`config.mk`:
```
export PLATFORM = sky130hd
export DESIGN_NAME = ucd_front
export DESIGN_NICKNAME = d
export VERILOG_FILES = /design/src/rtl/ucd_pkg.sv /design/src/rtl/ucd_front.sv
export SDC_FILE = /design/constraint.sdc
export NUM_CORES = 1
export LEC_CHECK = 0
export BUFFER_PORTS_ARGS = -buffer_cell sky130_fd_sc_hd__buf_2
export CORE_ASPECT_RATIO = 0.5
export CORE_MARGIN = 3
export CORE_UTILIZATION = 31
export DETAILED_ROUTE_END_ITERATION = 12
export SLEW_MARGIN = 40
export SYNTH_ARGS = -nofsm -noshare
export SYNTH_HDL_FRONTEND = slang
export SYNTH_SLANG_ARGS = --single-unit
```
`constraint.sdc`:
```
create_clock -name aclk -period 4.7 [get_ports aclk]
set_input_delay 0.705 -clock aclk [delete_from_list [all_inputs] [get_ports aclk]]
set_output_delay 0.705 -clock aclk [all_outputs]
set_load 0.05 [all_outputs]
```
`src/rtl/ucd_pkg.sv`:
```
package ucd_pkg;

    localparam int END_W = 10;
    localparam int CNT_W = 10;

    localparam logic MODE_EDGE   = 1'b0;
    localparam logic MODE_FINISH = 1'b1;

    // One queued item, already classified by the front end.
    typedef struct packed {
        logic             mode;
        logic             bad_end;
        logic [END_W-1:0] end_a;
        logic [END_W-1:0] end_b;
    } ucd_item_t;

endpackage

```
`src/rtl/ucd_front.sv`:
```
module ucd_front
    import ucd_pkg::*;
#(
    parameter int MAX_NODES = 1024
) (
    input  logic             aclk,
    input  logic             aresetn,
    input  logic             in_valid,
    output logic             in_ready,
    input  logic             in_mode,
    input  logic [END_W-1:0] in_end_a,
    input  logic [END_W-1:0] in_end_b,
    output logic             item_valid,
    input  logic             item_ready,
    output ucd_item_t        item
);

    localparam int QDEPTH = 2;

    ucd_item_t  q_reg [QDEPTH];
    logic       wr_ptr_reg, wr_ptr_next;
    logic       rd_ptr_reg, rd_ptr_next;
    logic [1:0] count_reg, count_next;
    ucd_item_t  new_item;
    logic       push, pop;

    always_comb begin
        new_item.mode    = in_mode;
        new_item.end_a   = in_end_a;
        new_item.end_b   = in_end_b;
        // Endpoints the node store cannot hold make the edge a dropped one.
        new_item.bad_end = (32'(in_end_a) >= 32'(MAX_NODES)) ||
                           (32'(in_end_b) >= 32'(MAX_NODES));
    end

    assign in_ready   = (count_reg != 2'(QDEPTH));
    assign item_valid = (count_reg != 2'd0);
    assign item       = q_reg[rd_ptr_reg];
    assign push       = in_valid && in_ready;
    assign pop        = item_valid && item_ready;

    always_comb begin
        wr_ptr_next = push ? ~wr_ptr_reg : wr_ptr_reg;
        rd_ptr_next = pop ? ~rd_ptr_reg : rd_ptr_reg;
        count_next  = count_reg + 2'(push) - 2'(pop);
    end

    always_ff @(posedge aclk) begin
        if (!aresetn) begin
            wr_ptr_reg <= 1'b0;
            rd_ptr_reg <= 1'b0;
            count_reg  <= 2'd0;
        end else begin
            wr_ptr_reg <= wr_ptr_next;
            rd_ptr_reg <= rd_ptr_next;
            count_reg  <= count_next;
        end
        if (push) begin
            q_reg[wr_ptr_reg] <= new_item;
        end
    end

endmodule

```
Word level (Yosys, flattened, before mapping)
Memories as Yosys holds them, arrays and structs flattened. A register that Yosys moved wholly into a read port is not among the register bits.
Index checks and enable logic that the tools add are counted.

cells by class
  eq/ne operators = 1
  bitwise operators = 2
  $add $sub $neg = 2
  muxes and demuxes = 4
  order comparisons = 0
  shift operators = 0
  reduce and logical (&&, ||, !) cells = 3
  divide/modulo/power cells = 0
  multipliers = 0

operators with widths
  kind                  number
  $mux W1               4
  $add A2 B1 Y2         1
  $logic_and A1 B1 Y1   2
  $ne A2 B2 Y1 const B  1
  $not A1 Y1            2
  $reduce_bool A2 Y1    1
  $sub A2 B1 Y2         1

word-level totals
  bits in registers = 4
  word-level logic and storage cells = 16
  memory bits (read-only) = 0
  memories = 1
  bits in latches = 0
  output and inout bits = 24
  memory bits (writable) = 42
  bits of input ports = 25

memory list
  name   words  width  read ports  clocked after memory_dff  wr ports  line             source
  q_reg  2      21     1           1                         1         ucd_front.sv:20  ucd_item_t q_reg [QDEPTH];

Longest topological paths before layout
Gate-level depths: netlist (run 1).

  depth in word-level cells = 4
  gate-level depth with buffers = 8
  depth with buffers taken out = 8

Worst setup path before layout (run 1)
No wires, ideal clock.

  kind = register -> register
  from = register count_reg[0]
  to = memory q_reg[0][0] in the netlist's numbering (enable)
  setup slack = 2.370 ns
  library setup time = 0.399 ns
  data required time = 4.301 ns
  stages on the path, launching flop included = 4
  data arrival time = 1.931 ns
  period minus slack after synthesis = 2.330 ns
  path through = dfxtp_1 -> nand2b_1 -> nand2_1 -> nor2_1

on the way
  longest elaborated chain between the ends = 4

ends and longest elaborated chain
  what                           line             source
  from (decl)                    ucd_front.sv:23  logic [1:0] count_reg, count_next;
  from (signal assigned)         ucd_front.sv:56  count_reg <= count_next;
  $ne A2 B2 Y1                   ucd_front.sv:36  assign in_ready = (count_reg != 2'(QDEPTH));
  named net in_ready             ucd_front.sv:9   output logic in_ready,
  $logic_and A1 B1 Y1            ucd_front.sv:39  assign push = in_valid && in_ready;
  $mux W1                        ucd_front.sv:58  if (push) begin
  $mux W1 (implied by the code)  ucd_front.sv:59  q_reg[wr_ptr_reg] <= new_item;
  to (decl)                      ucd_front.sv:20

The timed path passes the listed nets, and every way through them passes these cells.

==> impl_metrics.ini, run 1 <==
[clocking]
hold_buffers = 0
worstSkewPairLatency_ns = 0.28
cts_setup_buffers = 0
cts_inserted_buffers = 5
cts_tree = built
cts_root_buffer = clkbuf_16
clk_path_buf_depth = 2
clk_pin_slew_ns = 0.06
cts.sinks = 47
cts_resized = 0
cts_max_level = 2

[place]
dp_hpwl_um = 1970
io_buffers = 47
gp_congestion = 0.650
place_worst_setup_slack_ns = 2.72
placed_area_um2 = 2070

[detailed_routing]
drc_errors = 0
ant_nets = 0
drt_iter0_markers = 30
wl_um = 2860
wire_per_inst_um = 13.4
dr.pass1.iters = 3
via_per_inst = 4.30
via_count = 916

[sta]
slew_headroom = 0.574
timing.final.crit_share = 0.480
final_hold_viol_count = 0
finalSetupTns_ns = 0
min_period_ns = 2.25
setup_viol = 0
fmax_mhz = 444
fin_ws_ns = 2.45
finalClockSkew_ns = 0.00472
tightest_slew_ns = 0.637
grt_setup_unrepaired = no
finalMaxSlewViolations = 0

[setup_path]
r2r_setup_slack_ns = 3.02
cp-end-kind = output pin
r2r_start = count_reg[0]
start_kind = flop
cp_data_arrival_time_ns = 1.55
crit_required_ns = 3.99
crit_path_max_fanout = 21
critPathKind = flop to output pin
reg2reg_depth = 8
reg2reg_to = count_reg[1]

[die]
start_util = 0.340
io_pins = 49
dieArea_um2 = 6700
rows = 18
die_y_um = 59.4
core-area_um2 = 5200
die_w_um = 113

[layout]
largest_reg_flops = 42
nNetsFinal = 169
mostFrequentLayoutCells = buf_2, edfxtp_1, mux2_2, clkbuf_16, dfxtp_1
area_growth_pct = 26.6
fillCellCount = 468
antenna_cells = 0
drive_gt1_frac = 0.559
final_util = 0.430
fin_area_um2 = 2240
final_common_cell = buf_2

[global_route]
grtUsageTotal = 0.0898
grt_pass1_vias = 958
gr-total-overflow = 0
antenna_found_initial = 0
grt_start_max_net_pins = 22
grt_pass1_wl_um = 4550

[logic_synthesis]
synth.distinct_cells = 18
synth_nets = 118
ys_ff_latch = 47
synth_top_cell_by_area = edfxtp_1
avgSynthCellArea_um2 = 19.4
yosysTopAreaCellShare = 0.714
yosys-top-cells-area = edfxtp_1, mux2_2, dfxtp_1, xnor2_1, ha_1
ys.warnings.count = 0
synthCells = 91
netlist_area_um2 = 1770
seq_area_frac_synth = 0.771

[power_and_ir_drop]
pwr_density_cell_nw_per_um2 = 633
p_total_uw = 1420
leakage_uw = 0.000848
max-vdd-ir-drop_mv = 0.345

[run_status]
status = finished clean

[job]
cap_violations = 0

[min_path]
min_from = rd_ptr_reg
hold_depth = 2
hold_path.class = flop to flop
-- cell usage after synthesis (all sizes together) --
library cell,count
and3,1
o21a,1
or2,1
mux2,21
xnor2,3
conb,1
ha,2
dfxtp,5
nand2,2
nand2b,2
inv,1
mux2i,1
edfxtp,42
and2,2
buf,3
nor2b,2
nor2,1
-- worst max-delay path, stage by stage (launching register included) --
cell	delay, ns
dfxtp_2	0.65
mux2_2	0.40
buf_2	0.21
-- per-stage QoR --
stage,std cells,hold slack (ns)
2_1_floorplan,91,0.455
3_3_place_gp,205,0.476
3_5_place_dp,205,0.527
4_1_cts,213,0.538
5_1_grt,213,0.574
6_report,213,0.533
-- report_power, final --
group,switching [uW],total [uW],internal [uW]
Sequential,41.1,569,528
Clock,140,390,251
Combinational,317,456,139
Total,498,1420,918
-- kinds of logic (layout without fill, tap and decap cells) --
group	after synthesis	count (layout)	share of synthesized area
AND/OR/NAND/NOR	11	11	0.0347
buffers and inverters	4	56	0.0191
AO/OA/AOI/OAI	1	1	0.00496
adder cells (fa/ha/maj)	2	2	0.0142
multiplexers	22	22	0.140
other	1	1	0.00212
flip-flops	47	47	0.771
XOR/XNOR	3	3	0.0149
-- layer usage --
metal  vias up  share of wire  track usage
li1        441              -            -
met1       453           0.40       0.0985
met2        18           0.53        0.160
met3         4          0.062       0.0387
met4         0         0.0094       0.0308
met5         -              0            0
-- worst max path at each step --
stage | from | end | slack, ns
after detailed placement | flop | item[10] | 2.72
after global placement | flop | item[16] | 2.38
after global routing | flop | item[10] | 2.36
after floorplan | count_reg[0] | q_reg[0][0] | 2.37
final | flop | item[10] | 2.45
after CTS | flop | item[10] | 2.42
-- cell type report --
class,count,area (um2),area share
Clock inverter,3,42.5,0.0190
Clock buffer,5,125,0.0559
Tap cell,70,87.6,0.0391
Inverter,1,3.75,0.00168
Multi-Input combinational cell,40,380,0.170
Timing Repair Buffer,47,235,0.105
Sequential cell,47,1360,0.609
(Power assumes the default switching activity.)
==> run 2: changes to the inputs <==
clock period = 2.3 ns   (was 4.7 ns; I/O delays follow)
==> impl_metrics.ini, run 2 (synthesis gave the netlist of run 1 again) <==
[sta]
final_hold_viol_count = 0
finalSetupTns_ns = 0
min_period_ns = 1.78
setup_viol = 0
finalMaxSlewViolations = 0
grt_setup_unrepaired = no
fmax_mhz = 560
timing.final.crit_share = 0.776
finalClockSkew_ns = 0.00444

[detailed_routing]
drt_iter0_markers = 20
via_per_inst = 4.19
wire_per_inst_um = 13.5
via_count = 906
wl_um = 2910
dr.pass1.iters = 4
ant_nets = 0
drc_errors = 0

[power_and_ir_drop]
max-vdd-ir-drop_mv = 0.361
switchingPower_uw = 994
leakage_uw = 0.000846
seqPwrFrac = 0.403
switching_share = 0.358
p_int_uw = 1780
pwr_density_cell_nw_per_um2 = 1250
pwr-share-clk = 0.239
comb_power_share = 0.358

[min_path]
hold_depth = 1
hold_path.class = primary input to flop

[global_route]
grt_pass1_vias = 935
grtUsageTotal = 0.0905
antenna_found_initial = 0
grt_start_max_net_pins = 22
gr-total-overflow = 0
grt_pass1_wl_um = 4390

[die]
die_w_um = 113
dieArea_um2 = 6700
rows = 18
io_pins = 49
start_util = 0.340
core-area_um2 = 5200
die_y_um = 59.4

[place]
place_inst = 208
io_buffers = 47
dp_hpwl_um = 2010
gp_congestion = 0.665

[layout]
final_common_cell = buf_2
antenna_cells = 0
largest_reg_flops = 42
fillCellCount = 483
multi_input_area_um2 = 374
area_growth_pct = 25.7
seqCellArea_um2 = 1360
finalNonFillerCells = 216
drive_gt1_frac = 0.541
mostFrequentLayoutCells = buf_2, edfxtp_1, mux2_2, dfxtp_1, clkbuf_16
nNetsFinal = 172

[setup_path]
cp_data_arrival_time_ns = 1.44
cp-end-kind = output pin
start_kind = flop
crit_required_ns = 1.96
crit_path_max_fanout = 21
reg2reg_depth = 8
critPathKind = flop to output pin

[clocking]
clk_path_buf_depth = 2
cts_tree = built
cts.sinks = 47
cts_inserted_buffers = 5
hold_buffers = 0
cts_resized = 0
cts_root_buffer = clkbuf_16
cts_setup_buffers = 0
clk_pin_slew_ns = 0.06
cts_max_level = 2
worstSkewPairLatency_ns = 0.28

[job]
cap_violations = 0

[run_status]
status = finished clean
[run 2: cell count changes in the layout (fill, tap and decap cells not counted), sizes merged]
cell / before / now
clkbuf: 5 / 8
bufinv: 1 / 0
buf: 47 / 50
inv: 2 / 1
clkinv: 1 / 0
[run 2: power by group through the flow]
stage,logic [uW],clock network (uW),registers (uW)
3_3_place_gp,1000,0,1130
3_5_place_dp,1010,0,1140
5_1_grt,1060,727,1130
2_1_floorplan,814,0,1130
6_report,993,665,1120
4_1_cts,1010,689,1120
[run 2: final timing paths]
path	startpoint	slack, ns	endpoint
setup / recovery	flop	0.52	item[4]
hold / removal	in_end_a[3]	0.26	q_reg[0][13]
setup reg to reg	count_reg[0]	0.65	count_reg[1]
hold reg to reg	wr_ptr_reg	0.51	wr_ptr_reg
[run 2: cell type report]
cell class | count | share of cell area
multi-input cells | 40 | 0.168
inverters | 1 | 0.00169
repair buffers | 50 | 0.116
flip-flops and latches | 47 | 0.613
clock buffers | 8 | 0.0614
well taps | 70 | 0.0394
[run 2: routing by layer]
| layer | track usage | part of all wire | up-vias |
|---|---|---|---|
| met3 | 0.0387 | 0.041 | 2 |
| met5 | 0 | 0 | - |
| met1 | 0.0828 | 0.37 | 443 |
| li1 | - | - | 449 |
| met4 | 0.0462 | 0.012 | 0 |
| met2 | 0.175 | 0.57 | 12 |
[run 2: critical path: stages, from the launching register on]
cell     delay (ns)
dfxtp_1        0.30
buf_4          0.27
mux2_2         0.37
buf_2          0.21
[run 2: metrics by stage]
stage,area (um2),total power (uW),hold WS [ns],setup WS [ns],utilization
2_1_floorplan,1770,1940,0.444,0.294,-
3_3_place_gp,2080,2130,0.493,0.717,0.401
3_5_place_dp,2080,2150,0.495,0.629,0.401
4_1_cts,2220,2820,0.247,0.478,0.427
5_1_grt,2220,2910,0.245,0.429,0.427
6_report,2220,2770,0.257,0.515,0.427
